--- config.mk ---
export PLATFORM = sky130hd
export DESIGN_NAME = date_elapsed_days_window_unit
export DESIGN_NICKNAME = d
export VERILOG_FILES = /design/src/sv/dedw_pkg.sv /design/src/sv/dedw_day_number.sv /design/src/sv/date_elapsed_days_window_unit.sv
export SDC_FILE = /design/constraint.sdc
export NUM_CORES = 1
export LEC_CHECK = 0
export BUFFER_PORTS_ARGS = -buffer_cell sky130_fd_sc_hd__buf_4
export CAP_MARGIN = 20
export CORE_UTILIZATION = 45
export DETAILED_ROUTE_END_ITERATION = 8
export GPL_TIMING_DRIVEN = 0
export SKIP_LAST_GASP = 1
export SLEW_MARGIN = 30
export SYNTH_ARGS = -nofsm -noshare
export SYNTH_HDL_FRONTEND = slang
export SYNTH_SLANG_ARGS = --single-unit
export TNS_END_PERCENT = 100
--- constraint.sdc ---
create_clock -name clk -period 7.2 [get_ports clk]
set_input_delay 1.08 -clock clk [delete_from_list [all_inputs] [get_ports clk]]
set_output_delay 1.08 -clock clk [all_outputs]
set_load 0.03 [all_outputs]
--- src/sv/dedw_pkg.sv ---
// Shared constants, codes and the month table for the elapsed-day window block.
// Used by dedw_day_number and date_elapsed_days_window_unit; depends on nothing.
package dedw_pkg;

  localparam int YEAR_W    = 12;
  localparam int MONTH_W   = 4;
  localparam int DAY_W     = 5;
  localparam int WIN_W     = 10;
  localparam int ELAPSED_W = 22;
  // Width of a biased absolute day number; the common offset cancels in the difference.
  localparam int DN_W      = 21;
  localparam int CUM_W     = 9;
  localparam int ORDER_W   = 2;

  localparam int YEAR_BIAS    = 399;
  localparam int DAYS_COMMON  = 365;
  // floor(n / 25) == (n * RECIP_25) >> RECIP_SHIFT for every n below 2048.
  localparam int RECIP_25     = 2622;
  localparam int RECIP_SHIFT  = 16;

  localparam logic [WIN_W-1:0] WIN_LOW_RESET  = WIN_W'(14);
  localparam logic [WIN_W-1:0] WIN_HIGH_RESET = WIN_W'(28);

  localparam logic [ORDER_W-1:0] ORD_EARLIER = 2'd0;
  localparam logic [ORDER_W-1:0] ORD_EQUAL   = 2'd1;
  localparam logic [ORDER_W-1:0] ORD_LATER   = 2'd2;

  localparam int ADDR_W = 3;
  localparam logic [0:0] REG_WINDOW_LOW  = 1'b0;
  localparam logic [0:0] REG_WINDOW_HIGH = 1'b1;

  // Days before the first of the month; month zero adds nothing, months past
  // December saturate at a whole year.
  function automatic logic [CUM_W-1:0] cum_days(input logic leap,
                                                input logic [MONTH_W-1:0] month);
    logic [CUM_W-1:0] base;
    logic             after_feb;
    base      = '0;
    after_feb = 1'b1;
    case (month)
      4'd0:    begin base = 9'd0;   after_feb = 1'b0; end
      4'd1:    begin base = 9'd0;   after_feb = 1'b0; end
      4'd2:    begin base = 9'd31;  after_feb = 1'b0; end
      4'd3:    base = 9'd59;
      4'd4:    base = 9'd90;
      4'd5:    base = 9'd120;
      4'd6:    base = 9'd151;
      4'd7:    base = 9'd181;
      4'd8:    base = 9'd212;
      4'd9:    base = 9'd243;
      4'd10:   base = 9'd273;
      4'd11:   base = 9'd304;
      4'd12:   base = 9'd334;
      default: base = 9'd365;
    endcase
    return base + CUM_W'(leap && after_feb);
  endfunction

endpackage

--- src/sv/dedw_day_number.sv ---
// Three-stage pipeline that turns a Gregorian date into an absolute day number.
// Depends on dedw_pkg for widths, the reciprocal constant and the month table.
module dedw_day_number import dedw_pkg::*; (
  input  logic               clk,
  input  logic [YEAR_W-1:0]  year,
  input  logic [MONTH_W-1:0] month,
  input  logic [DAY_W-1:0]   day,
  output logic [DN_W-1:0]    day_num
);

  // Stage 1: bias the year and start both divisions by 25 as multiplies.
  logic [YEAR_W:0]     a_comb;
  logic [YEAR_W-2:0]   q4_comb;
  logic [YEAR_W:0]     s1_a;
  logic [YEAR_W-2:0]   s1_q4;
  logic [YEAR_W-3:0]   s1_yq;
  logic [22:0]         s1_prod_a;
  logic [21:0]         s1_prod_y;
  logic [1:0]          s1_ylow;
  logic [MONTH_W-1:0]  s1_month;
  logic [DAY_W-1:0]    s1_day;

  assign a_comb  = (YEAR_W+1)'(year) + (YEAR_W+1)'(YEAR_BIAS);
  assign q4_comb = a_comb[YEAR_W:2];

  always_ff @(posedge clk) begin
    s1_a      <= a_comb;
    s1_q4     <= q4_comb;
    s1_yq     <= year[YEAR_W-1:2];
    s1_prod_a <= 23'(q4_comb) * 23'(RECIP_25);
    s1_prod_y <= 22'(year[YEAR_W-1:2]) * 22'(RECIP_25);
    s1_ylow   <= year[1:0];
    s1_month  <= month;
    s1_day    <= day;
  end

  // Stage 2: whole-year day count and the leap flag.
  logic [5:0]          q100;
  logic [5:0]          yq25;
  logic [YEAR_W-3:0]   rem25;
  logic                leap_comb;
  logic [DN_W-1:0]     year_days_comb;
  logic [DN_W-1:0]     s2_year_days;
  logic                s2_leap;
  logic [MONTH_W-1:0]  s2_month;
  logic [DAY_W-1:0]    s2_day;

  assign q100  = s1_prod_a[RECIP_SHIFT+5:RECIP_SHIFT];
  assign yq25  = s1_prod_y[RECIP_SHIFT+5:RECIP_SHIFT];
  assign rem25 = s1_yq - ((YEAR_W-2)'(yq25) * (YEAR_W-2)'(25));
  // Divisible by 4, and either not by 100 or also by 400.
  assign leap_comb = (s1_ylow == 2'd0) && ((rem25 != '0) || (yq25[1:0] == 2'd0));
  assign year_days_comb = DN_W'(s1_a) * DN_W'(DAYS_COMMON) + DN_W'(s1_q4)
                        - DN_W'(q100) + DN_W'(q100[5:2]);

  always_ff @(posedge clk) begin
    s2_year_days <= year_days_comb;
    s2_leap      <= leap_comb;
    s2_month     <= s1_month;
    s2_day       <= s1_day;
  end

  // Stage 3: add the month offset and the day of month.
  always_ff @(posedge clk) begin
    day_num <= s2_year_days + DN_W'(cum_days(s2_leap, s2_month)) + DN_W'(s2_day);
  end

endmodule

--- src/sv/date_elapsed_days_window_unit.sv ---
// Elapsed days between an event date and a reference date, with window flag and order.
// The result strobe (done) accompanies the registered result fields.
// Throughput: one request per cycle; busy is never raised and results cannot be stalled.
// Five register stages set the latency: three day-number stages, a subtract, a compare.
// Reset (rst, synchronous) clears the valid bits and sets the window to 14 through 28.
module date_elapsed_days_window_unit import dedw_pkg::*; (
  input  logic                        clk,
  input  logic                        rst,
  // Request side.
  input  logic                        start,
  output logic                        busy,
  input  logic [YEAR_W-1:0]           event_year,
  input  logic [MONTH_W-1:0]          event_month,
  input  logic [DAY_W-1:0]            event_day,
  input  logic [YEAR_W-1:0]           today_year,
  input  logic [MONTH_W-1:0]          today_month,
  input  logic [DAY_W-1:0]            today_day,
  // Result side.
  output logic                        done,
  output logic signed [ELAPSED_W-1:0] elapsed_days,
  output logic                        in_window,
  output logic [ORDER_W-1:0]          date_order,
  // Configuration port.
  input  logic                        psel,
  input  logic                        penable,
  input  logic                        pwrite,
  input  logic [ADDR_W-1:0]           paddr,
  input  logic [31:0]                 pwdata,
  output logic [31:0]                 prdata,
  output logic                        pready
);

  // The pipeline takes a request every cycle and never backs up.
  logic accept;
  assign busy   = 1'b0;
  assign accept = start && !busy;

  // Window registers. Writes land on the access phase; only bit 2 of the
  // address selects a register.
  logic [WIN_W-1:0] window_low;
  logic [WIN_W-1:0] window_high;
  logic             cfg_write;

  assign pready    = 1'b1;
  assign cfg_write = psel && penable && pwrite && pready;

  always_ff @(posedge clk) begin
    if (rst) begin
      window_low  <= WIN_LOW_RESET;
      window_high <= WIN_HIGH_RESET;
    end else if (cfg_write) begin
      unique case (paddr[2:2])
        REG_WINDOW_LOW:  window_low  <= pwdata[WIN_W-1:0];
        REG_WINDOW_HIGH: window_high <= pwdata[WIN_W-1:0];
        default: ;
      endcase
    end
  end

  always_comb begin
    unique case (paddr[2:2])
      REG_WINDOW_LOW:  prdata = 32'(window_low);
      REG_WINDOW_HIGH: prdata = 32'(window_high);
      default:         prdata = '0;
    endcase
  end

  // The order compares the raw fields year, then month, then day, so it is
  // settled at the input and simply rides along with the request.
  logic [ORDER_W-1:0] order_comb;

  always_comb begin
    if (event_year != today_year) begin
      order_comb = (event_year > today_year) ? ORD_LATER : ORD_EARLIER;
    end else if (event_month != today_month) begin
      order_comb = (event_month > today_month) ? ORD_LATER : ORD_EARLIER;
    end else if (event_day != today_day) begin
      order_comb = (event_day > today_day) ? ORD_LATER : ORD_EARLIER;
    end else begin
      order_comb = ORD_EQUAL;
    end
  end

  // Stages 1 to 3: both dates go through their own day-number pipeline.
  logic [DN_W-1:0] event_num;
  logic [DN_W-1:0] today_num;

  dedw_day_number u_event_num (
    .clk     (clk),
    .year    (event_year),
    .month   (event_month),
    .day     (event_day),
    .day_num (event_num)
  );

  dedw_day_number u_today_num (
    .clk     (clk),
    .year    (today_year),
    .month   (today_month),
    .day     (today_day),
    .day_num (today_num)
  );

  // Valid bits and the order code follow the data through the five stages.
  logic [4:0]         valid;
  logic [ORDER_W-1:0] order_pipe [4];

  always_ff @(posedge clk) begin
    if (rst) begin
      valid <= '0;
    end else begin
      valid <= {valid[3:0], accept};
    end
  end

  always_ff @(posedge clk) begin
    order_pipe[0] <= order_comb;
    order_pipe[1] <= order_pipe[0];
    order_pipe[2] <= order_pipe[1];
    order_pipe[3] <= order_pipe[2];
  end

  // Stage 4: signed difference. Both day numbers share the same offset, so
  // a plain wrap-around subtract in the output width is exact.
  logic signed [ELAPSED_W-1:0] diff;

  always_ff @(posedge clk) begin
    diff <= ELAPSED_W'(today_num) - ELAPSED_W'(event_num);
  end

  // Stage 5: window check and the output register. A negative count is
  // never inside the window.
  logic inside_comb;
  assign inside_comb = !diff[ELAPSED_W-1]
                    && (diff[ELAPSED_W-2:0] >= (ELAPSED_W-1)'(window_low))
                    && (diff[ELAPSED_W-2:0] <= (ELAPSED_W-1)'(window_high));

  always_ff @(posedge clk) begin
    elapsed_days <= diff;
    in_window    <= inside_comb;
    date_order   <= order_pipe[3];
  end

  assign done = valid[4];

  // An accepted request always produces its result strobe after passing through the pipeline.
  a_done_latency: assert property (@(posedge clk) disable iff (rst)
    accept |-> ##5 done)
    else $error("result strobe missing five cycles after a request");

  // Equal dates must give a zero day count.
  a_equal_zero: assert property (@(posedge clk) disable iff (rst)
    (done && (date_order == ORD_EQUAL)) |-> (elapsed_days == '0))
    else $error("equal dates with a nonzero day count");

  // The window flag never accompanies a negative count.
  a_window_sign: assert property (@(posedge clk) disable iff (rst)
    (done && in_window) |-> !elapsed_days[ELAPSED_W-1])
    else $error("window flag set for a negative day count");

  // The order code is one of its three values on every result.
  a_order_code: assert property (@(posedge clk) disable iff (rst)
    done |-> ((date_order == ORD_EARLIER) || (date_order == ORD_EQUAL)
              || (date_order == ORD_LATER)))
    else $error("undefined order code on a result");

endmodule

# Yosys cells after proc, flatten, opt, wreduce, memory -nomap -nowiden

Memory sizes are Yosys's and may differ from the RTL's. A register that Yosys moved wholly into a read port is not among the register bits.
Cells that the tools add are included.

$add $sub $neg: 17
Bitwise operators: 1
Mux-type cells: 11
Multiply operators: 8
Reductions and logical operators: 25
Eq/ne operators: 27
Order comparisons: 5

Operator list:

| kind                                                 | number |
|---|---|
| one-hot mux 9 bit (12 select lines)                  | 2 |
| one-hot mux 32 bit (2 select lines)                  | 1 |
| adder 21 x 11 -> 21 bit                              | 2 |
| adder 21 x 4 -> 21 bit                               | 2 |
| adder 21 x 5 -> 21 bit                               | 2 |
| adder 21 x 9 -> 21 bit                               | 2 |
| multiplier 10 x 11 -> 21 bit (second input constant) | 2 |
| multiplier 11 x 11 -> 21 bit (second input constant) | 2 |
| multiplier 13 x 9 -> 21 bit (second input constant)  | 2 |
| subtractor 21 x 6 -> 21 bit                          | 2 |
| equality test 4 bit (second input constant)          | 10 |
| equality test 4 x 3 -> 1 bit (second input constant) | 8 |
| adder 12 x 9 -> 13 bit (second input constant)       | 2 |
| subtractor 21 x 21 -> 22 bit                         | 1 |
| >= comparator 21 x 10 -> 1 bit                       | 1 |
| <= comparator 21 x 10 -> 1 bit                       | 1 |
| multiplier 6 x 5 -> 10 bit (second input constant)   | 2 |
| nonzero test 10 bit                                  | 2 |
| subtractor 10 bit                                    | 2 |
| adder 9 x 1 -> 9 bit                                 | 2 |
| equality test 4 x 2 -> 1 bit (second input constant) | 4 |
| greater-than comparator 12 bit                       | 1 |
| two-way mux 2 bit                                    | 6 |
| inequality test 12 bit                               | 1 |
| other kinds (15)                                     | 32 |

Input bits: 83
Memories kept: 1
Register bits after elaboration: 348
Memory bits (writable): 8

Memory list:

| name       | depth | width | rd ports | clocked after memory_dff | wr ports | line                                 | RTL |
|---|---|---|---|---|---|---|---|
| order_pipe | 4     | 2     | 4        | 1                        | 4        | date_elapsed_days_window_unit.sv:106 | `logic [ORDER_W-1:0] order_pipe [4];` |

# Logic depth before layout (Yosys ltp)

Gate-level depths: netlist of the first run.

Depth after elaboration: 7
Depth in mapped cells: 27
Mapped depth without buffers: 27

# Modules after synthesis

A second synthesis of the first run with hierarchy kept.

Cells, all modules: 2918
Area total of the unflattened synthesis: 28254.6 µm²

By module, submodules not included:

| module                         | seq. area each (µm²) | cells each | area an instance (µm²) | instances |
|---|---|---|---|---|
| dedw_day_number at u_event_num | 1961.9               | 1223       | 11931.4                | 1 |
| dedw_day_number at u_today_num | 1961.9               | 1182       | 11833.8                | 1 |
| date_elapsed_days_window_unit  | 1601.5               | 513        | 4489.3                 | 1 |

# Worst setup path after synthesis of the first run

Ideal clock, no wire load.

Path kind: input -> register
Start: input port event_year[0]
End: register u_event_num.s1_prod_a[21]
Buffers on the path: 0
Data arrival time: 6.605 ns
Slack: 0.474 ns
Library setup time: 0.121 ns
Cell stages on the path: 26
Path through: inv_1 ha_1 nor3b_1 nor2_1 a21oi_2 a21boi_0 xnor2_1 inv_1 fa_1 inv_1 ha_1 inv_1 fa_1 inv_1 fa_1 inv_1 fa_1 inv_1 ha_1 nand4_1 a2111o_1 a21o_1 nand3_1 a31o_2 a21oi_1 xnor2_1

Word-level cells in the longest chain between the ends: 2

RTL lines:

| what                         | line                                | RTL |
|---|---|---|
| from (decl)                  | date_elapsed_days_window_unit.sv:12 | `input logic [YEAR_W-1:0] event_year,` |
| adder 12 x 9 -> 13 bit       | dedw_day_number.sv:23               | `assign a_comb = (YEAR_W+1)'(year) + (YEAR_W+1)'(YEAR_BIAS);` |
| via u_event_num.a_comb[10]   | dedw_day_number.sv:12               | `logic [YEAR_W:0] a_comb;` |
| multiplier 11 x 11 -> 21 bit | dedw_day_number.sv:30               | `s1_prod_a <= 23'(q4_comb) * 23'(RECIP_25);` |
| to (signal assigned)         | dedw_day_number.sv:30               |  |
| to (decl)                    | dedw_day_number.sv:17               | `logic [22:0] s1_prod_a;` |

The timed path passes the listed nets, and every way through them passes these cells.
A chain may end at the register's enable or synchronous reset.

# Worst setup path in the final report of the first run

Start: input port today_year[0]
End: register u_today_num.s1_prod_a[21]

Word-level cells in the longest chain between the ends: 2

RTL lines:

| what                         | line                                | RTL |
|---|---|---|
| from (decl)                  | date_elapsed_days_window_unit.sv:15 | `input logic [YEAR_W-1:0] today_year,` |
| adder 12 x 9 -> 13 bit       | dedw_day_number.sv:23               |  |
| via u_today_num.a_comb[10]   | dedw_day_number.sv:12               |  |
| multiplier 11 x 11 -> 21 bit | dedw_day_number.sv:30               |  |
| to (signal assigned)         | dedw_day_number.sv:30               |  |
| to (decl)                    | dedw_day_number.sv:17               |  |

The timed path passes the listed nets, and every way through them passes these cells.

==> impl_metrics.tcl, run 1 <==
set metrics [dict create \
    finalSetupViolCount 0 \
    hp-start "u_today_num.s1_day[1]$_DFF_P_" \
    ys.flop_type "dfxtp_1" \
    nNetsFinal 3985 \
    cap_violations 0 \
    syn_avg_cell_area_sq_um 9.70 \
    die_width_um 250 \
    drt-total-wl_mm 54.5 \
    utilization_pct 50.6 \
    drive_above_1_share_pct 7.38 \
    path_class "input pin to flip-flop" \
    dr_wl_met3_mm 1.68 \
    dr.pass1.iters 5 \
    die_h_um 250 \
    num_rows 90 \
    grt_pass1_vias 19658 \
    route.detailed.drc 0 \
    hold_end "u_today_num.s2_day[1]$_DFF_P_" \
    status "complete, no violations" \
    synth_compound_area_share_pct 9.04 \
    finalMaxSlewViolations 0 \
    wl_per_cell_um 14.3 \
    max_slew_margin_pct 36.7 \
    min_path_cells 0 \
    die-area_sq_um 62600 \
    reg2reg_depth 17 \
    start_util_pct 45.8 \
    drt_iter0_markers 664 \
    hold_class "flip-flop to flip-flop" \
    rrSetupSlack_ns 1.96 \
    period_minus_slack_ns 6.81 \
    cts.sinks 276 \
    synth_edf_count 0 \
    max_freq_mhz 147 \
    muxShareOfSynthArea_pct 0.298 \
    coreArea_sq_um 60600 \
    place_ws_ns -0.708 \
    fin_crit_sh_pct 94.6 \
    syn-instance-count 2857 \
    clock_skew_ns 0.00922 \
    synthSimpleGateAreaFrac_pct 7.03 \
    place_area_sq_um 29500 \
    critPathMaxStageDelay_ns 0.77 \
    final_design_area_no_fill_sq_um 30700 \
    synth_xor_area_share_pct 5.56 \
    routabilityCongestion 0.858 \
    cts_made_buffers 34 \
    gr-total-overflow 0 \
    cts_root_buffer "clkbuf_16" \
    wl_met1_mm 25.7 \
    htreeDepth 2 \
    cts_max_path_buffers 3 \
    numPortBuffers 94 \
    track_usage_pct 18.2 \
    synth_top_family_by_area "adder cells" \
    synth_cell_type_count 81 \
    via_per_inst 4.89 \
    cp_max_fo 6 \
    grt_pass1_wl_mm 93.3 \
    crit_path_frequent_cell "inv_1" \
    start_kind "input pin" \
    rsz0062_at_grt "no" \
    reg2reg_from "u_today_num.s1_a[2]$_DFF_P_" \
    grt_max_degree 14 \
    final_antenna_net_count 0 \
    seq_area_frac_synth_pct 19.9 \
    cp.arrival_ns 7.28 \
    tightest_slew_ns 0.943 \
    cp.required_ns 7.67 \
    ctsHoldBuffers 0 \
    critPathSlowestCell "xnor2_1" \
    via_count 18662 \
    cts.clk_slew.worst_paths_ns 0.06 \
    wl_met2_mm 26.1 \
    antenna_found_initial 1 \
    setup_ws_ns 0.387 \
    end_kind "flip-flop" \
    top_layer "met4" \
    area_delta_synth_final_pct 10.7 \
    clk_latency_ns 0.54 \
    syn-cell-area_sq_um 27700 \
    cts_tree "done" \
    hold_viol_final 0 \
    yosys_register_bits 276 \
    ys_warn_count 0 \
    dp_hpwl_mm 47.0 \
    synth_fa_ha_area_share_pct 47.9 \
    r2r_end "u_today_num.s2_year_days[20]$_DFF_P_" \
    io_pins 143 \
    async_reset_ff_share_pct 0 \
]
## per-layer routing
layer	track usage, %	vias to the layer above
li1	-	9455
met1	23.6	8904
met2	32.0	243
met3	2.53	60
met4	3.98	0
met5	0	-
## sequential cells by signal, summed over array words and instances, names as in the netlist, 13 cells and up
| name | count |
|---|---|
| diff | 22 |
| u_today_num.day_num | 21 |
| u_event_num.s2_year_days | 21 |
| u_today_num.s1_a | 13 |
| u_event_num.day_num | 21 |
| u_event_num.s1_a | 13 |
| elapsed_days | 22 |
| u_today_num.s2_year_days | 21 |
## critical path: cells and delay by family
kind	cells	cell delay [ns]
compound gates	8	1.76
xor+xnor	2	0.89
fa+ha+maj	6	2.24
buf+inv	7	0.77
simple gates	3	0.51
## kinds of logic after synthesis
family	count (synthesis)
simple gates	391
xor+xnor	170
compound gates	388
fa+ha+maj	893
flops	276
buf+inv	729
other cells	2
mux	8
## cells in the final DEF (no fill, tap or decap), drive strengths merged, types with 40 or more instances in the layout
cell type  count
xor2          42
clkbuf        59
nand2        102
xnor2        128
ha           611
nor2          96
a21o          40
o21ai         82
buf          120
fa           281
dfxtp        276
a21oi        133
inv          692
## Yosys cell counts (all sizes together) (3+ instances only)
| cell | instances | area share, % |
|---|---|---|
| inv | 687 | 9.3 |
| ha | 611 | 28 |
| fa | 281 | 20 |
| dfxtp | 276 | 20 |
| a21oi | 133 | 2.5 |
| xnor2 | 128 | 4.2 |
| nand2 | 102 | 1.4 |
| nor2 | 96 | 1.3 |
| o21ai | 82 | 1.5 |
| xor2 | 42 | 1.4 |
| a21o | 40 | 1.1 |
| nand3 | 34 | 0.61 |
| nor2b | 30 | 0.70 |
| buf | 25 | 0.66 |
| nand2b | 24 | 0.54 |
| nor3 | 24 | 0.45 |
| o21a | 21 | 0.57 |
| clkbuf | 17 | 0.23 |
| nand4 | 16 | 0.36 |
| and3 | 14 | 0.35 |
| a31oi | 13 | 0.29 |
| a211o | 12 | 0.38 |
| o21bai | 11 | 0.30 |
| nor4 | 10 | 0.23 |
| or2 | 9 | 0.20 |
| a211oi | 8 | 0.22 |
| a21boi | 7 | 0.19 |
| o22ai | 7 | 0.16 |
| o31ai | 7 | 0.19 |
| a221oi | 6 | 0.28 |
| and2 | 6 | 0.14 |
| mux2i | 6 | 0.22 |
| or3 | 6 | 0.14 |
| nor3b | 5 | 0.15 |
| o211ai | 5 | 0.14 |
| o41ai | 5 | 0.21 |
| o2111ai | 4 | 0.13 |
| a2111oi | 3 | 0.095 |
| a31o | 3 | 0.095 |
| o31a | 3 | 0.095 |
## repair_timing
item | 4_1_cts | 5_1_grt
setup endpoints to repair | 3 | 5
pin swaps | 0 | 1
gates resized for setup | 1 | 1
buffers inserted | 0 | 1
## worst max path at each step
stage / startpoint / end / slack (ns) / cells past startpoint
finish: today_year[0] / u_today_num.s1_prod_a[21]$_DFF_P_ / 0.39 / 26
global route: today_year[0] / u_today_num.s1_prod_a[21]$_DFF_P_ / 0.04 / 26
CTS: event_year[0] / u_event_num.s1_prod_a[18]$_DFF_P_ / 0.13 / 27
detailed placement: event_year[0] / u_event_num.s1_prod_a[18]$_DFF_P_ / -0.71 / 27
global placement: event_year[0] / u_event_num.s1_prod_a[18]$_DFF_P_ / -0.69 / 27
floorplan: event_year[0] / u_event_num.s1_prod_a[21]$_DFF_P_ / 0.47 / 26
## through the flow
stage | std cells | hold slack, ns | setup TNS, ns
after floorplan | 2879 | 0.310 | 0
after global placement | 3755 | 0.310 | -3.20
after detailed placement | 3755 | 0.312 | -3.55
after CTS | 3815 | 0.319 | 0
after global routing | 3817 | 0.327 | 0
final | 3817 | 0.319 | 0
## cell type report
cell class	instances	area, sq um
plain buffers	42	248
fillers	5556	29900
diodes	1	2.50
clock inverters	18	214
flip-flops and latches	276	5530
multi-input cells	1874	19500
inverters	687	2580
well taps	782	978
clock buffers	42	931
repair buffers	95	713
Power of run 1 is not shown: default switching activity piles up to over one toggle a cycle in this logic, so the estimate is an artifact.
==> run 2: changes to the inputs <==
--- a/config.mk
+++ b/config.mk
@@ -5,11 +5,11 @@
 export SDC_FILE = /design/constraint.sdc
 export NUM_CORES = 1
 export LEC_CHECK = 0
+export ABC_AREA = 1
 export BUFFER_PORTS_ARGS = -buffer_cell sky130_fd_sc_hd__buf_4
 export CAP_MARGIN = 20
 export CORE_UTILIZATION = 45
 export DETAILED_ROUTE_END_ITERATION = 8
-export GPL_TIMING_DRIVEN = 0
 export SKIP_LAST_GASP = 1
 export SLEW_MARGIN = 30
 export SYNTH_ARGS = -nofsm -noshare
==> run 2 against run 1 <==
Net effect: sequential cell count is the same; setup slack gained 0.92 ns; clock-buffer cell count shrank 1.
==> impl_metrics.tcl, run 2 <==
set metrics [dict create \
    htreeDepth 2 \
    grt_pass1_vias 22217 \
    nNetsFinal 4695 \
    layout_common_cells "844 x inv_1, 611 x ha_1, 557 x nand2_1, 281 x fa_1, 276 x dfxtp_1" \
    critPathSlowestCell "fa_1" \
    drt_iter0_markers 961 \
    cts_setup_buffers 0 \
    cp.required_ns 7.63 \
    wl_per_cell_um 13.6 \
    path_class "input pin to flip-flop" \
    io_pins 143 \
    status "complete, no violations" \
    cts.sinks 276 \
    ys.flop_type "dfxtp_1" \
    reg2reg_depth 15 \
    multiInputGateArea_sq_um 21100 \
    hold_viol_final 0 \
    grt_max_degree 22 \
    rrSetupSlack_ns 2.55 \
    max_slew_margin_pct 38.1 \
    critPathLaunch "event_year[3]" \
    via_per_inst 4.76 \
    hp-start "u_event_num.s1_month[3]$_DFF_P_" \
    fin_crit_sh_pct 81.8 \
    tightest_slew_ns 0.926 \
    final_antenna_net_count 0 \
    seq_area_frac_synth_pct 18.4 \
    hold_class "flip-flop to flip-flop" \
    cts_max_path_buffers 3 \
    yosys-top-cells-count "844 x inv_1, 611 x ha_1, 557 x nand2_1" \
    top_regs "diff x22, elapsed_days x22" \
    final_common_cell "inv_1" \
    ys_warn_count 0 \
    die_h_um 260 \
    drt-total-wl_mm 62.5 \
    syn_avg_cell_area_sq_um 8.34 \
    crit_path_frequent_cell "inv_1" \
    dp_hpwl_mm 53.8 \
    cts_resized 0 \
    final_design_area_no_fill_sq_um 32800 \
    clk_latency_ns 0.57 \
    syn-instance-count 3594 \
    synth.top_cell.area_share_pct 25.5 \
    cts_made_buffers 34 \
    synth_cell_type_count 48 \
    cp_max_fo 9 \
    start_kind "input pin" \
    cts_tree "done" \
    start_util_pct 45.5 \
    via_count 21922 \
    die_width_um 260 \
    seqCellArea_sq_um 5530 \
    utilization_pct 49.8 \
    clock_skew_ns 0.0304 \
    async_reset_ff_share_pct 0 \
    place_area_sq_um 31700 \
    routabilityCongestion 0.893 \
    route.detailed.drc 0 \
    syn-cell-area_sq_um 30000 \
    finalNonFillerCells 4606 \
    drive_above_1_share_pct 5.21 \
    dp_cells 4548 \
    reg2reg_from "u_today_num.s1_a[8]$_DFF_P_" \
    numPortBuffers 94 \
    finalSetupViolCount 0 \
    cp.arrival_ns 6.32 \
    track_usage_pct 19.3 \
    synth_most_common_cell "inv_1" \
    antenna_found_initial 1 \
    num_rows 94 \
    ctsHoldBuffers 0 \
    finalMaxSlewViolations 0 \
    die-area_sq_um 67600 \
    period_minus_slack_ns 5.89 \
    fin_tns_setup_ns 0 \
    rsz0062_at_grt "no" \
    dr.pass1.iters 5 \
    synth_edf_count 0 \
    yosys_register_bits 276 \
    end_kind "flip-flop" \
    r2r_end "u_today_num.s2_year_days[18]$_DFF_P_" \
    fillerInstances 6391 \
    diodes 0 \
    coreArea_sq_um 65900 \
    max_freq_mhz 170 \
    cap_violations 0 \
    critPathMaxStageDelay_ns 0.52 \
    cts.clk_slew.worst_paths_ns 0.05 \
    synth_top_cells_by_area "ha_1 26%, fa_1 19%, dfxtp_1 18%, inv_1 11%, nand2_1 7.0%" \
    gr-total-overflow 0 \
    area_delta_synth_final_pct 9.46 \
    min_path_cells 0 \
    grt_pass1_wl_mm 106 \
    yosysTopAreaCell "ha_1" \
    hold_end "u_event_num.s2_month[3]$_DFF_P_" \
    cts_root_buffer "clkbuf_16" \
]
## run 2: cell types whose count changed after synthesis, moves of 12 or more
cell      delta
nor2_1     +112
nand4_1     +28
nand2b_1    -24
o21ai_0     +27
a21o_1      -16
xor2_1      +56
nand3_1     +89
nor2b_1     -28
a21oi_1     +44
nand2_1    +456
xnor2_1     -78
a211o_1     -12
inv_1      +158
## run 2: per-layer routing
layer	vias to the layer above	wire, um	global-route usage, %
met4	2	1760	5.93
li1	11495	-	-
met1	10034	30500	25.4
met5	-	13	0
met3	84	2140	2.52
met2	307	28100	32.7
## run 2: area by class of cell
cell class / instances / share of cell area, %
multi-input cells: 2456 / 64.4
flip-flops and latches: 276 / 16.8
inverters: 849 / 9.71
well taps: 864 / 3.29
clock buffers: 41 / 2.73
repair buffers: 103 / 2.36
clock inverters: 17 / 0.690
## run 2: worst max-delay path by stage
stage | end | slack (ns)
after floorplan | u_event_num.s1_prod_a[20]$_DFF_P_ | 1.11
after global placement | u_event_num.s1_prod_a[20]$_DFF_P_ | 0.75
after detailed placement | u_event_num.s1_prod_a[20]$_DFF_P_ | 0.73
after CTS | u_event_num.s1_prod_a[20]$_DFF_P_ | 1.32
after global routing | u_event_num.s1_prod_a[20]$_DFF_P_ | 0.89
final | u_event_num.s1_prod_a[20]$_DFF_P_ | 1.31
## run 2: kinds of logic after synthesis
| kind of cell | count (synthesis) | synth area share [%] |
|---|---|---|
| XOR/XNOR | 148 | 4.42 |
| buffers and inverters | 884 | 11.4 |
| other | 2 | 0.0251 |
| adder cells (fa/ha/maj) | 892 | 44.3 |
| AND/OR/NAND/NOR | 1005 | 14.1 |
| flip-flops | 276 | 18.4 |
| AO/OA/AOI/OAI | 387 | 7.33 |
## run 2: stage by stage
stage / setup slack, ns / hold slack (ns)
2_1_floorplan: 1.11 / 0.310
3_3_place_gp: 0.752 / 0.309
3_5_place_dp: 0.732 / 0.312
4_1_cts: 1.32 / 0.325
5_1_grt: 0.887 / 0.329
6_report: 1.31 / 0.325
## run 2: worst max-delay path: cells and delay by family
family          cells  cell delay [ns]
compound gates      3             0.69
xor+xnor            1             0.18
fa+ha+maj           7             2.70
buf+inv             9             0.77
simple gates        9             0.86
Power of run 2 is left out for the same reason.
==> run 3: changes to the inputs <==
==> constraint.sdc (replaced) <==
create_clock -name clk -period 5.4 [get_ports clk]
set_input_delay 0.81 -clock clk [delete_from_list [all_inputs] [get_ports clk]]
set_output_delay 0.81 -clock clk [all_outputs]
set_load 0.03 [all_outputs]
==> run 3 against run 2 <==
Net effect: clock-buffer cell count grew 4; critical path type unchanged; sequential share of layout area down 0.50 points; first-iteration DRC count down 11%; hold slack worse by 0.012 ns; critical endpoint unchanged; die area did not move; global-route usage up 0.49 points; utilization up 1.5 points; wire length is 2.2% higher; setup slack got worse by 0.98 ns; critical path depth is the same.
==> impl_metrics.tcl, run 3 (synthesis results as in run 2) <==
set metrics [dict create \
    hold_class "flip-flop to flip-flop" \
    cts_root_buffer "clkbuf_16" \
    routabilityCongestion 0.867 \
    cap_violations 0 \
    route.detailed.drc 0 \
    place_area_sq_um 32600 \
    die_h_um 260 \
    cts_made_buffers 35 \
    top_regs "diff x22, elapsed_days x22" \
    final_antenna_net_count 0 \
    critPathSlowestCell "fa_1" \
    coreArea_sq_um 65900 \
    min_path_cells 0 \
    start_util_pct 45.5 \
    multiInputGateArea_sq_um 21300 \
    die_width_um 260 \
    finalNonFillerCells 4713 \
    via_per_inst 4.73 \
    clk_latency_ns 0.56 \
    critPathMaxStageDelay_ns 0.53 \
    track_usage_pct 19.8 \
    cts.clk_slew.worst_paths_ns 0.05 \
    die-area_sq_um 67600 \
    layout_common_cells "833 x inv_1, 605 x ha_1, 556 x nand2_1, 281 x fa_1, 276 x dfxtp_1" \
    cts_setup_buffers 0 \
    dr.pass1.iters 5 \
    num_rows 94 \
    max_freq_mhz 197 \
    cts_resized 0 \
    area_delta_synth_final_pct 12.8 \
    drive_above_1_share_pct 8.53 \
    finalSetupViolCount 0 \
    rsz0062_at_grt "no" \
    reg2reg_depth 15 \
    status "complete, no violations" \
    gr-total-overflow 0 \
    hold_viol_final 0 \
    grt_max_degree 22 \
    path_class "input pin to flip-flop" \
    finalMaxSlewViolations 0 \
    nNetsFinal 4797 \
    grt_pass1_vias 22670 \
    start_kind "input pin" \
    antenna_found_initial 7 \
    ctsHoldBuffers 0 \
    numPortBuffers 94 \
    fin_tns_setup_ns 0 \
    cp.required_ns 5.85 \
    drt-total-wl_mm 63.9 \
    utilization_pct 51.3 \
    fin_crit_sh_pct 93.8 \
    cp.arrival_ns 5.51 \
    wl_per_cell_um 13.6 \
    crit_path_frequent_cell "nand2_1" \
    end_kind "flip-flop" \
    dp_cells 4649 \
    max_slew_margin_pct 40.5 \
    fillerInstances 6452 \
    htreeDepth 2 \
    final_common_cell "inv_1" \
    seqCellArea_sq_um 5530 \
    clock_skew_ns 0.0272 \
    tightest_slew_ns 0.884 \
    via_count 22289 \
    drt_iter0_markers 860 \
    cts_tree "done" \
    grt_pass1_wl_mm 109 \
    cp_max_fo 4 \
    period_minus_slack_ns 5.07 \
    cts.sinks 276 \
    final_design_area_no_fill_sq_um 33800 \
    io_pins 143 \
    cts_max_path_buffers 3 \
    dp_hpwl_mm 56.0 \
]
run 3: routing by layer:
layer | up-vias | track usage [%] | part of all wire [%]
met2 | 306 | 34.1 | 46
met3 | 96 | 2.81 | 3.8
met5 | - | 0 | 0.092
li1 | 11680 | - | -
met4 | 10 | 5.57 | 2.6
met1 | 10197 | 25.6 | 47
run 3: final timing paths:
path,endpoint,slack [ns],from
min reg2reg,u_today_num.s2_month[2]$_DFF_P_,0.31,u_today_num.s1_month[2]$_DFF_P_
max reg2reg,u_today_num.s2_year_days[18]$_DFF_P_,0.90,u_today_num.s1_a[8]$_DFF_P_
max,u_event_num.s1_prod_a[20]$_DFF_P_,0.33,event_year[0]
min,u_today_num.s2_month[2]$_DFF_P_,0.31,u_today_num.s1_month[2]$_DFF_P_
run 3: final cells by class:
cell class,count,share of cell area (%)
diodes,2,0.0148
clock buffers,45,2.85
clock inverters,17,0.733
inverters,849,9.48
multi-input cells,2456,62.9
flip-flops and latches,276,16.3
well taps,864,3.20
repair buffers,204,4.53
run 3: critical path: cells and delay by family:
kind,cells,cell delay [ns]
AO/OA/AOI/OAI,3,0.51
XOR/XNOR,1,0.13
adder cells (fa/ha/maj),6,2.43
buffers and inverters,10,0.70
AND/OR/NAND/NOR,9,0.91
run 3: per-stage QoR:
stage                     setup slack (ns)  hold WS, ns
after floorplan                    -0.0615        0.310
after CTS                            0.338        0.313
after global placement              -0.207        0.310
after global routing               0.00994        0.320
after detailed placement            -0.261        0.312
final                                0.333        0.313
Power of run 3 is left out for the same reason.
